### src/rtl/ffha_pkg.sv
package ffha_pkg;

	localparam int unsigned MaxBlocksDef = 64;
	localparam int unsigned HeaderBytesDef = 48;
	localparam logic [15:0] HeapReset = 16'd50000;

	typedef enum logic {
		CMD_ALLOC = 1'b0,
		CMD_FREE  = 1'b1
	} cmd_t;

	typedef enum logic [1:0] {
		STS_OK        = 2'd0,
		STS_NO_FIT    = 2'd1,
		STS_NOT_FOUND = 2'd2,
		STS_FULL      = 2'd3
	} status_t;

	typedef struct packed {
		cmd_t        command;
		logic [15:0] request_bytes;
		logic [15:0] free_address;
	} in_t;

	typedef struct packed {
		logic [15:0] block_address;
		status_t     status;
		logic [1:0]  blocks_merged;
	} out_t;

	// One table entry: header offset, payload size, allocated flag.
	typedef struct packed {
		logic [15:0] offset;
		logic [15:0] size;
		logic        in_use;
	} ent_t;

	typedef enum logic [3:0] {
		S_INIT,
		S_IDLE,
		S_SCAN,
		S_NRD,
		S_NCAP,
		S_MRG1,
		S_MRG2,
		S_MOVE,
		S_WR1,
		S_WR2,
		S_FIN
	} fsm_t;

endpackage

### src/rtl/first_fit_heap_allocator_unit.sv
// First-fit heap allocator with coalescing.
// The block keeps an address-ordered table of heap blocks in a single-port-write,
// registered-read RAM. Each input word carries a command: allocate rounds the
// request up to a multiple of four and takes the lowest free block whose payload
// exceeds the request plus one header, splitting it; free finds an allocated
// block by payload offset, releases it and merges it with free neighbors.
// Input and output channels use valid and stall; a word moves on a clock edge
// with valid high and stall low. The configuration channel (valid/ready) writes
// the heap size and rebuilds the table as one free block.
// One word is handled at a time. The table scan reads one entry per cycle
// through the RAM read port, and a split or merge then moves the following
// entries one per cycle through the same port. After reset the sequencer
// writes the first table entry before it accepts a word. If the receiver
// stalls, the finished result waits in the output register; the block
// accepts and works on the next word, and only holds its own finish step
// until the output register is free.
module first_fit_heap_allocator_unit import ffha_pkg::*; #(
	parameter int unsigned MAX_BLOCKS   = MaxBlocksDef,
	parameter int unsigned HEADER_BYTES = HeaderBytesDef
) (
	input  logic        clk,
	input  logic        arst_n,
	input  logic        in_valid,
	output logic        in_stall,
	input  in_t         in_data,
	output logic        out_valid,
	input  logic        out_stall,
	output out_t        out_data,
	input  logic        cfg_valid,
	output logic        cfg_ready,
	input  logic [15:0] cfg_data
);

	localparam int unsigned IW = $clog2(MAX_BLOCKS);
	localparam int unsigned CW = $clog2(MAX_BLOCKS + 1);
	localparam int unsigned EW = $bits(ent_t);
	localparam logic [15:0] HDR = 16'(HEADER_BYTES);
	localparam logic [CW-1:0] MAXC = CW'(MAX_BLOCKS);
	localparam logic [CW-1:0] ONE = CW'(1);

	fsm_t state_q, state_d;

	logic [15:0]   heap_q;
	logic [CW-1:0] cnt_q;
	cmd_t          cmd_q;
	logic [16:0]   amt_q;
	logic [17:0]   need_q;
	logic [15:0]   addr_q;
	logic [CW-1:0] ra_q, chk_q, f_q, rj_q, end_q, wa_q, p_q;
	logic          chk_v_q, up_q, iss_q, wv_q, nm_q;
	logic [1:0]    r_q;
	ent_t          ent_q, prev_q, nxt_q;
	logic [15:0]   size1_q;
	out_t          res_q, out_q;
	logic          out_valid_q;

	// RAM port
	logic            we;
	logic [IW-1:0]   waddr, raddr;
	ent_t            wdata, rdata;
	logic [EW-1:0]   rdata_raw;

	ffha_ram #(.WIDTH(EW), .DEPTH(MAX_BLOCKS)) u_ram (
		.clk  (clk),
		.we   (we),
		.waddr(waddr),
		.wdata(wdata),
		.raddr(raddr),
		.rdata(rdata_raw)
	);
	assign rdata = ent_t'(rdata_raw);

	// Comparison of the entry just read against the request.
	logic        match;
	logic        issue;
	logic        last_chk;
	logic        nm, pm;
	logic [15:0] size2;
	logic [CW-1:0] p_d, start_dn;
	logic [1:0]  r_d;
	logic        res_ld;
	out_t        res_d;
	logic        move_done;
	logic        fin_go;

	always_comb begin
		if (cmd_q == CMD_ALLOC) begin
			match = !rdata.in_use && ({2'b00, rdata.size} > need_q);
		end else begin
			match = rdata.in_use && (({1'b0, rdata.offset} + {1'b0, HDR}) == {1'b0, addr_q});
		end
	end

	assign issue    = ra_q < cnt_q;
	assign last_chk = (chk_q + ONE) == cnt_q;
	assign nm       = ((f_q + ONE) < cnt_q) && !nxt_q.in_use;
	assign pm       = (f_q != '0) && !prev_q.in_use;
	assign size2    = pm ? (prev_q.size + HDR + size1_q) : size1_q;
	assign p_d      = pm ? (f_q - ONE) : f_q;
	assign r_d      = {1'b0, nm_q} + {1'b0, pm};
	assign start_dn = p_d + ONE + CW'(r_d);
	assign move_done = !iss_q && !wv_q;
	assign fin_go   = !out_valid_q || !out_stall;

	always_comb begin
		state_d = state_q;
		we      = 1'b0;
		waddr   = '0;
		wdata   = '0;
		raddr   = '0;
		res_ld  = 1'b0;
		res_d   = '0;
		unique case (state_q)
			S_INIT: begin
				we          = 1'b1;
				wdata.offset = '0;
				wdata.size  = (heap_q >= HDR) ? (heap_q - HDR) : '0;
				state_d     = S_IDLE;
			end
			S_IDLE: begin
				if (cfg_valid) begin
					state_d = S_INIT;
				end else if (in_valid) begin
					state_d = S_SCAN;
				end
			end
			S_SCAN: begin
				raddr = ra_q[IW-1:0];
				if (chk_v_q && match) begin
					if (cmd_q == CMD_ALLOC) begin
						if (cnt_q == MAXC) begin
							res_ld       = 1'b1;
							res_d.status = STS_FULL;
							state_d      = S_FIN;
						end else if (last_chk) begin
							state_d = S_WR1;
						end else begin
							state_d = S_MOVE;
						end
					end else begin
						state_d = last_chk ? S_MRG1 : S_NRD;
					end
				end else if (chk_v_q && last_chk) begin
					res_ld       = 1'b1;
					res_d.status = (cmd_q == CMD_ALLOC) ? STS_NO_FIT : STS_NOT_FOUND;
					state_d      = S_FIN;
				end
			end
			S_NRD: begin
				raddr   = f_q[IW-1:0] + IW'(1);
				state_d = S_NCAP;
			end
			S_NCAP: begin
				state_d = S_MRG1;
			end
			S_MRG1: begin
				state_d = S_MRG2;
			end
			S_MRG2: begin
				we           = 1'b1;
				waddr        = p_d[IW-1:0];
				wdata.offset = pm ? prev_q.offset : ent_q.offset;
				wdata.size   = size2;
				wdata.in_use = 1'b0;
				res_ld              = 1'b1;
				res_d.status        = STS_OK;
				res_d.blocks_merged = r_d;
				state_d = (r_d == 2'd0 || start_dn >= cnt_q) ? S_FIN : S_MOVE;
			end
			S_MOVE: begin
				raddr = rj_q[IW-1:0];
				we    = wv_q;
				waddr = wa_q[IW-1:0];
				wdata = rdata;
				if (move_done) begin
					state_d = up_q ? S_WR1 : S_FIN;
				end
			end
			S_WR1: begin
				we           = 1'b1;
				waddr        = f_q[IW-1:0] + IW'(1);
				wdata.offset = ent_q.offset + HDR + amt_q[15:0];
				wdata.size   = ent_q.size - HDR - amt_q[15:0];
				wdata.in_use = 1'b0;
				state_d      = S_WR2;
			end
			S_WR2: begin
				we           = 1'b1;
				waddr        = f_q[IW-1:0];
				wdata.offset = ent_q.offset;
				wdata.size   = amt_q[15:0];
				wdata.in_use = 1'b1;
				res_ld              = 1'b1;
				res_d.status        = STS_OK;
				res_d.block_address = ent_q.offset + HDR;
				state_d      = S_FIN;
			end
			S_FIN: begin
				if (fin_go) begin
					state_d = S_IDLE;
				end
			end
			default: begin
				state_d = S_IDLE;
			end
		endcase
	end

	always_ff @(posedge clk or negedge arst_n) begin
		if (!arst_n) begin
			state_q <= S_INIT;
		end else begin
			state_q <= state_d;
		end
	end

	// Control registers of the sequencer.
	always_ff @(posedge clk or negedge arst_n) begin
		if (!arst_n) begin
			heap_q      <= HeapReset;
			cnt_q       <= ONE;
			chk_v_q     <= 1'b0;
			iss_q       <= 1'b0;
			wv_q        <= 1'b0;
			out_valid_q <= 1'b0;
		end else begin
			// A new result enters the output register as the old one leaves or
			// once it has left.
			if (state_q == S_FIN && fin_go) begin
				out_valid_q <= 1'b1;
			end else if (!out_stall) begin
				out_valid_q <= 1'b0;
			end
			unique case (state_q)
				S_INIT: begin
					cnt_q <= ONE;
				end
				S_IDLE: begin
					if (cfg_valid) begin
						heap_q <= cfg_data;
					end
					chk_v_q <= 1'b0;
				end
				S_SCAN: begin
					chk_v_q <= issue;
					if (chk_v_q && match && cmd_q == CMD_ALLOC) begin
						iss_q <= 1'b1;
						wv_q  <= 1'b0;
					end
				end
				S_MRG2: begin
					iss_q <= 1'b1;
					wv_q  <= 1'b0;
					if (r_d == 2'd0 || start_dn >= cnt_q) begin
						cnt_q <= cnt_q - CW'(r_d);
					end
				end
				S_MOVE: begin
					wv_q <= iss_q;
					if (iss_q && rj_q == end_q) begin
						iss_q <= 1'b0;
					end
					if (move_done && !up_q) begin
						cnt_q <= cnt_q - CW'(r_q);
					end
				end
				S_WR2: begin
					cnt_q <= cnt_q + ONE;
				end
				default: begin
				end
			endcase
		end
	end

	// Datapath registers.
	always_ff @(posedge clk) begin
		if (res_ld) begin
			res_q <= res_d;
		end
		if (state_q == S_FIN && fin_go) begin
			out_q <= res_q;
		end
		unique case (state_q)
			S_IDLE: begin
				cmd_q  <= in_data.command;
				addr_q <= in_data.free_address;
				amt_q  <= ({1'b0, in_data.request_bytes} + 17'd3) & ~17'd3;
				need_q <= (({2'b00, in_data.request_bytes} + 18'd3) & ~18'd3) + {2'b00, HDR};
				ra_q   <= '0;
			end
			S_SCAN: begin
				if (issue) begin
					ra_q <= ra_q + ONE;
				end
				chk_q <= ra_q;
				if (chk_v_q) begin
					if (match) begin
						f_q   <= chk_q;
						ent_q <= rdata;
					end else begin
						prev_q <= rdata;
					end
				end
				rj_q  <= cnt_q - ONE;
				end_q <= chk_q + ONE;
				up_q  <= 1'b1;
			end
			S_NCAP: begin
				nxt_q <= rdata;
			end
			S_MRG1: begin
				nm_q    <= nm;
				size1_q <= nm ? (ent_q.size + HDR + nxt_q.size) : ent_q.size;
			end
			S_MRG2: begin
				r_q   <= r_d;
				p_q   <= p_d;
				rj_q  <= start_dn;
				end_q <= cnt_q - ONE;
				up_q  <= 1'b0;
			end
			S_MOVE: begin
				wa_q <= up_q ? (rj_q + ONE) : (rj_q - CW'(r_q));
				if (iss_q && rj_q != end_q) begin
					rj_q <= up_q ? (rj_q - ONE) : (rj_q + ONE);
				end
			end
			default: begin
			end
		endcase
	end

	assign in_stall  = (state_q != S_IDLE) || cfg_valid;
	assign cfg_ready = (state_q == S_IDLE);
	assign out_valid = out_valid_q;
	assign out_data  = out_q;

	a_cnt_range: assert property (@(posedge clk) disable iff (!arst_n)
		cnt_q != '0 && cnt_q <= MAXC)
		else $error("table entry count out of range");

	a_cfg_init: assert property (@(posedge clk) disable iff (!arst_n)
		(state_q == S_IDLE && cfg_valid) |=> state_q == S_INIT)
		else $error("configuration write did not rebuild the table");

	a_move_addr: assert property (@(posedge clk) disable iff (!arst_n)
		(state_q == S_MOVE && wv_q) |-> wa_q < MAXC)
		else $error("entry move writes beyond the table");

	a_merge_pos: assert property (@(posedge clk) disable iff (!arst_n)
		(state_q == S_MOVE && !up_q) |-> (p_q < cnt_q && r_q != 2'd0))
		else $error("compaction without a merge");

endmodule

### src/rtl/ffha_ram.sv
module ffha_ram import ffha_pkg::*; #(
	parameter int unsigned WIDTH = 33,
	parameter int unsigned DEPTH = MaxBlocksDef
) (
	input  logic                     clk,
	input  logic                     we,
	input  logic [$clog2(DEPTH)-1:0] waddr,
	input  logic [WIDTH-1:0]         wdata,
	input  logic [$clog2(DEPTH)-1:0] raddr,
	output logic [WIDTH-1:0]         rdata
);

	logic [WIDTH-1:0] mem_q [DEPTH];

	always_ff @(posedge clk) begin
		if (we) begin
			mem_q[waddr] <= wdata;
		end
		rdata <= mem_q[raddr];
	end

endmodule
### config.mk
export PLATFORM = sky130hd
export DESIGN_NAME = first_fit_heap_allocator_unit
export DESIGN_NICKNAME = d
export VERILOG_FILES = /design/src/rtl/ffha_pkg.sv /design/src/rtl/first_fit_heap_allocator_unit.sv /design/src/rtl/ffha_ram.sv
export SDC_FILE = /design/constraint.sdc
export NUM_CORES = 2
export LEC_CHECK = 0
export BUFFER_PORTS_ARGS = -buffer_cell sky130_fd_sc_hd__buf_2
export CELL_PAD_IN_SITES_DETAIL_PLACEMENT = 1
export CELL_PAD_IN_SITES_GLOBAL_PLACEMENT = 2
export CORE_MARGIN = 3
export CORE_UTILIZATION = 50
export CTS_CLUSTER_DIAMETER = 60
export DETAILED_ROUTE_END_ITERATION = 10
export PLACE_DENSITY_LB_ADDON = 0.1
export SYNTH_ARGS = -nofsm -noshare
export SYNTH_HDL_FRONTEND = slang
export SYNTH_HIERARCHICAL = 1
export SYNTH_SLANG_ARGS = --single-unit
### constraint.sdc
create_clock -name clk -period 8.23 [get_ports clk]
set_input_delay 1.646 -clock clk [delete_from_list [all_inputs] [get_ports clk]]
set_output_delay 1.646 -clock clk [all_outputs]
set_load 0.005 [all_outputs]
==> metrics.cfg <==
[global_route]
grt_use_met1_pct = 42.90
grt.met3_usage_pct = 5.021
first_global_vias = 53818
grt-ovfl-total = 0
top_usage_layer = met2
grt_max_degree = 99
grt.total_usage_pct = 29.53
grtUsageMet2_pct = 46.19
grt_antenna_before_repair = 28
grt_pass1_wl_um = 414100

[die]
core-area_sq_um = 193600
rows = 161
initial_core_util_pct = 50.56
die_h_um = 448.5
die-area_sq_um = 201100
chipWidth_um = 448.5
io-pin-count = 77

[min_path]
min_path_type = flop to flop

[clocking]
clock-sinks = 2404
cts_root_buffer = clkbuf_16
cts_hold_repair.buffers = 0
cts.path.max_buffers = 3
cts_tree = yes
cts_buffers = 241
htreeDepth = 4
clk_pin_slew_worst_paths_ns = 0.06
cts_resized = 0
post-cts-setup-buffer-count = 0
insertion_delay_ns = 0.89

[timing]
fin_skew_ns = 0.05506
fin_crit_sh_pct = 78.27
slew_headroom_pct = -0.09335
worst_pin_slew_ns = 1.486
rsz0062_at_grt = false
worst_slack_ns = 1.788
period_needed_ns = 6.442
max_clock_freq_mhz = 155.2
drv_slew = 1
finalSetupTns_ns = 0
setup_viol = 0
hold_viol_final = 0

[place]
dpl.hpwl_um = 182600
gp_congestion = 0.8786
place_ws_ns = 1.856
postPlaceCellArea_sq_um = 102500
numPortBuffers = 76

[final_layout]
nets = 5598
stdcell_area_sq_um = 110700
area_growth_pct = 13.05
layout-drive-gt1-share_pct = 22.89
nFillCells = 16694

[run_status]
run_status = finished, violations left
violations = capacitance limit, slew limit

[synthesis]
syn_area_sq_um = 97890
yosysUniqueCellTypes = 99
yosysTopAreaCellShare_pct = 71.79
yosysWarnings = 6
synth_nets = 5360
synth_edf_count = 2340
synth_area_leaders = edfxtp_1 (72%), mux4_2 (11%), ha_1 (2.0%)
synth.cells.most_frequent = edfxtp_1 (2340), mux4_2 (485), nand2_1 (201), nor2_1 (167), ha_1 (155)
yosysMostFrequentCell = edfxtp_1
syn_inst = 5145
ys_ff_latch = 2404
ys.flop_type = edfxtp_1
ys_async_sr_fraction_pct = 1.290
postSynthAreaPerCell_sq_um = 19.03
synth_top_area_cell = edfxtp_1
seq_area_frac_synth_pct = 73.26

[power_and_ir_drop]
ir_worst_vdd_mv = 0.2206
leakage_nw = 30.43
powerDensity_nw_per_um2 = 220.8

[routing]
firstDrtPassIters = 8
vias = 52962
drt_first_iter_violations = 6997
drc = 0
wl_per_cell_um = 35.72
drtAntennaViolNets = 0
route.final.wire_length_um = 293700
viasPerCell = 6.441

[worst_setup_path]
cp_data_arrival_time_ns = 7.26
cp_cell_sequence = nand2_1, inv_2, a222oi_1, inv_8, buf_12, nand2b_1, buf_4, o22ai_1, o21ai_0, o221a_1
required_ns = 9.05
end_kind = flop
cpPeakStageDelay_ns = 1.18
start_kind = flop
crit_path_top_delay_cell = o21ai_0
path_max_fanout = 72
crit_type = flop to flop

[run]
drv_cap = 2

==> final timing paths <==
path	from	end	slack, ns	cells past startpoint
min in group asynchronous	arst_n	cnt_q[1]	0.89	1
max in group asynchronous	arst_n	state_q[1]	6.79	1
hold reg to reg	res_q[0]	out_data[0]	0.42	0
setup reg to reg	state_q[0]	u_ram/rdata[13]	1.79	10
hold / removal	res_q[0]	out_data[0]	0.42	0
setup / recovery	state_q[0]	u_ram/rdata[13]	1.79	10
==> cell families (layout without fill, tap and decap cells) <==
logic type / count (synthesis) / after routing / synth area share [%]
and+or+nand+nor: 776 / 776 / 3.882
other: 1 / 19 / 0.003831
AOI/OAI and AO/OA: 635 / 635 / 4.705
adders and majority gates: 162 / 162 / 2.114
muxes: 622 / 622 / 12.59
buffers and inverters: 375 / 826 / 1.892
xor gates and xnor gates: 170 / 170 / 1.549
DFF: 2404 / 2404 / 73.26
==> through the flow <==
step                      total power [W]  util, %  hold slack [ns]  cells
final                             0.02444    57.16           0.4186   8222
after detailed placement          0.01352    52.95           0.4057   7748
after global placement            0.01352    52.95           0.4030   7747
after global routing              0.02512    57.15           0.4325   8213
after CTS                         0.02461    57.14           0.4207   8204
after floorplan                   0.01350        -           0.4003   5145
==> flip-flops by register name, indices dropped and copies added (netlist names), 14 cells and up <==
name / flops
res_q: 20
addr_q: 16
u_ram/mem_q: 2112
ent_q: 32
heap_q: 16
size1_q: 16
nxt_q: 17
amt_q: 14
u_ram/rdata: 33
out_data: 20
prev_q: 33
need_q: 14
==> per-layer routing <==
metal	vias to the layer above	routed length [um]	part of all wire, %
li1	21628	-	-
met1	28440	120700	41
met2	2497	138200	47
met3	395	24800	8.4
met4	2	9875	3.4
met5	-	13	0.0044
==> power breakdown <==
group	switching, W	internal, W
logic	0.0000258	0.0000160
registers	0.0000000000000000000203	0.0132
clock network	0.00480	0.00637
==> placed cells by master (no fill, tap or decap), types with 50 or more instances in the layout <==
| master | instances |
|---|---|
| edfxtp_1 | 2340 |
| mux4_2 | 485 |
| clkbuf_16 | 242 |
| nand2_1 | 194 |
| buf_4 | 166 |
| ha_1 | 155 |
| nand3_1 | 132 |
| inv_1 | 114 |
| mux2i_1 | 112 |
| nor2_1 | 98 |
| a22oi_1 | 90 |
| a21oi_1 | 87 |
| xnor2_1 | 85 |
| xor2_1 | 83 |
| buf_2 | 76 |
| o21ai_0 | 69 |
| nor2_4 | 66 |
| o22ai_1 | 65 |
| o221ai_1 | 52 |
| clkbuf_1 | 50 |
==> area by class of cell <==
type                       instances  area [sq um]  area share (%)
timing repair buffer             251          1807           1.633
clock inverter                   155          1733           1.566
sequential                      2404         71710           64.81
multi-input combinational       2366         25270           22.84
inverter                         119         454.2          0.4104
antenna                           18         45.04         0.04071
clock buffer                     301          6367           5.754
tap                             2608          3263           2.949
==> critical path, delay by kind of cell, from the launching register on <==
| family | cells | cell delay, ns |
|---|---|---|
| buffers and inverters | 4 | 1.84 |
| AOI/OAI and AO/OA | 4 | 1.96 |
| and+or+nand+nor | 2 | 1.45 |
| DFF | 1 | 0.91 |
No activity file was read; power rests on OpenSTA's default activity.
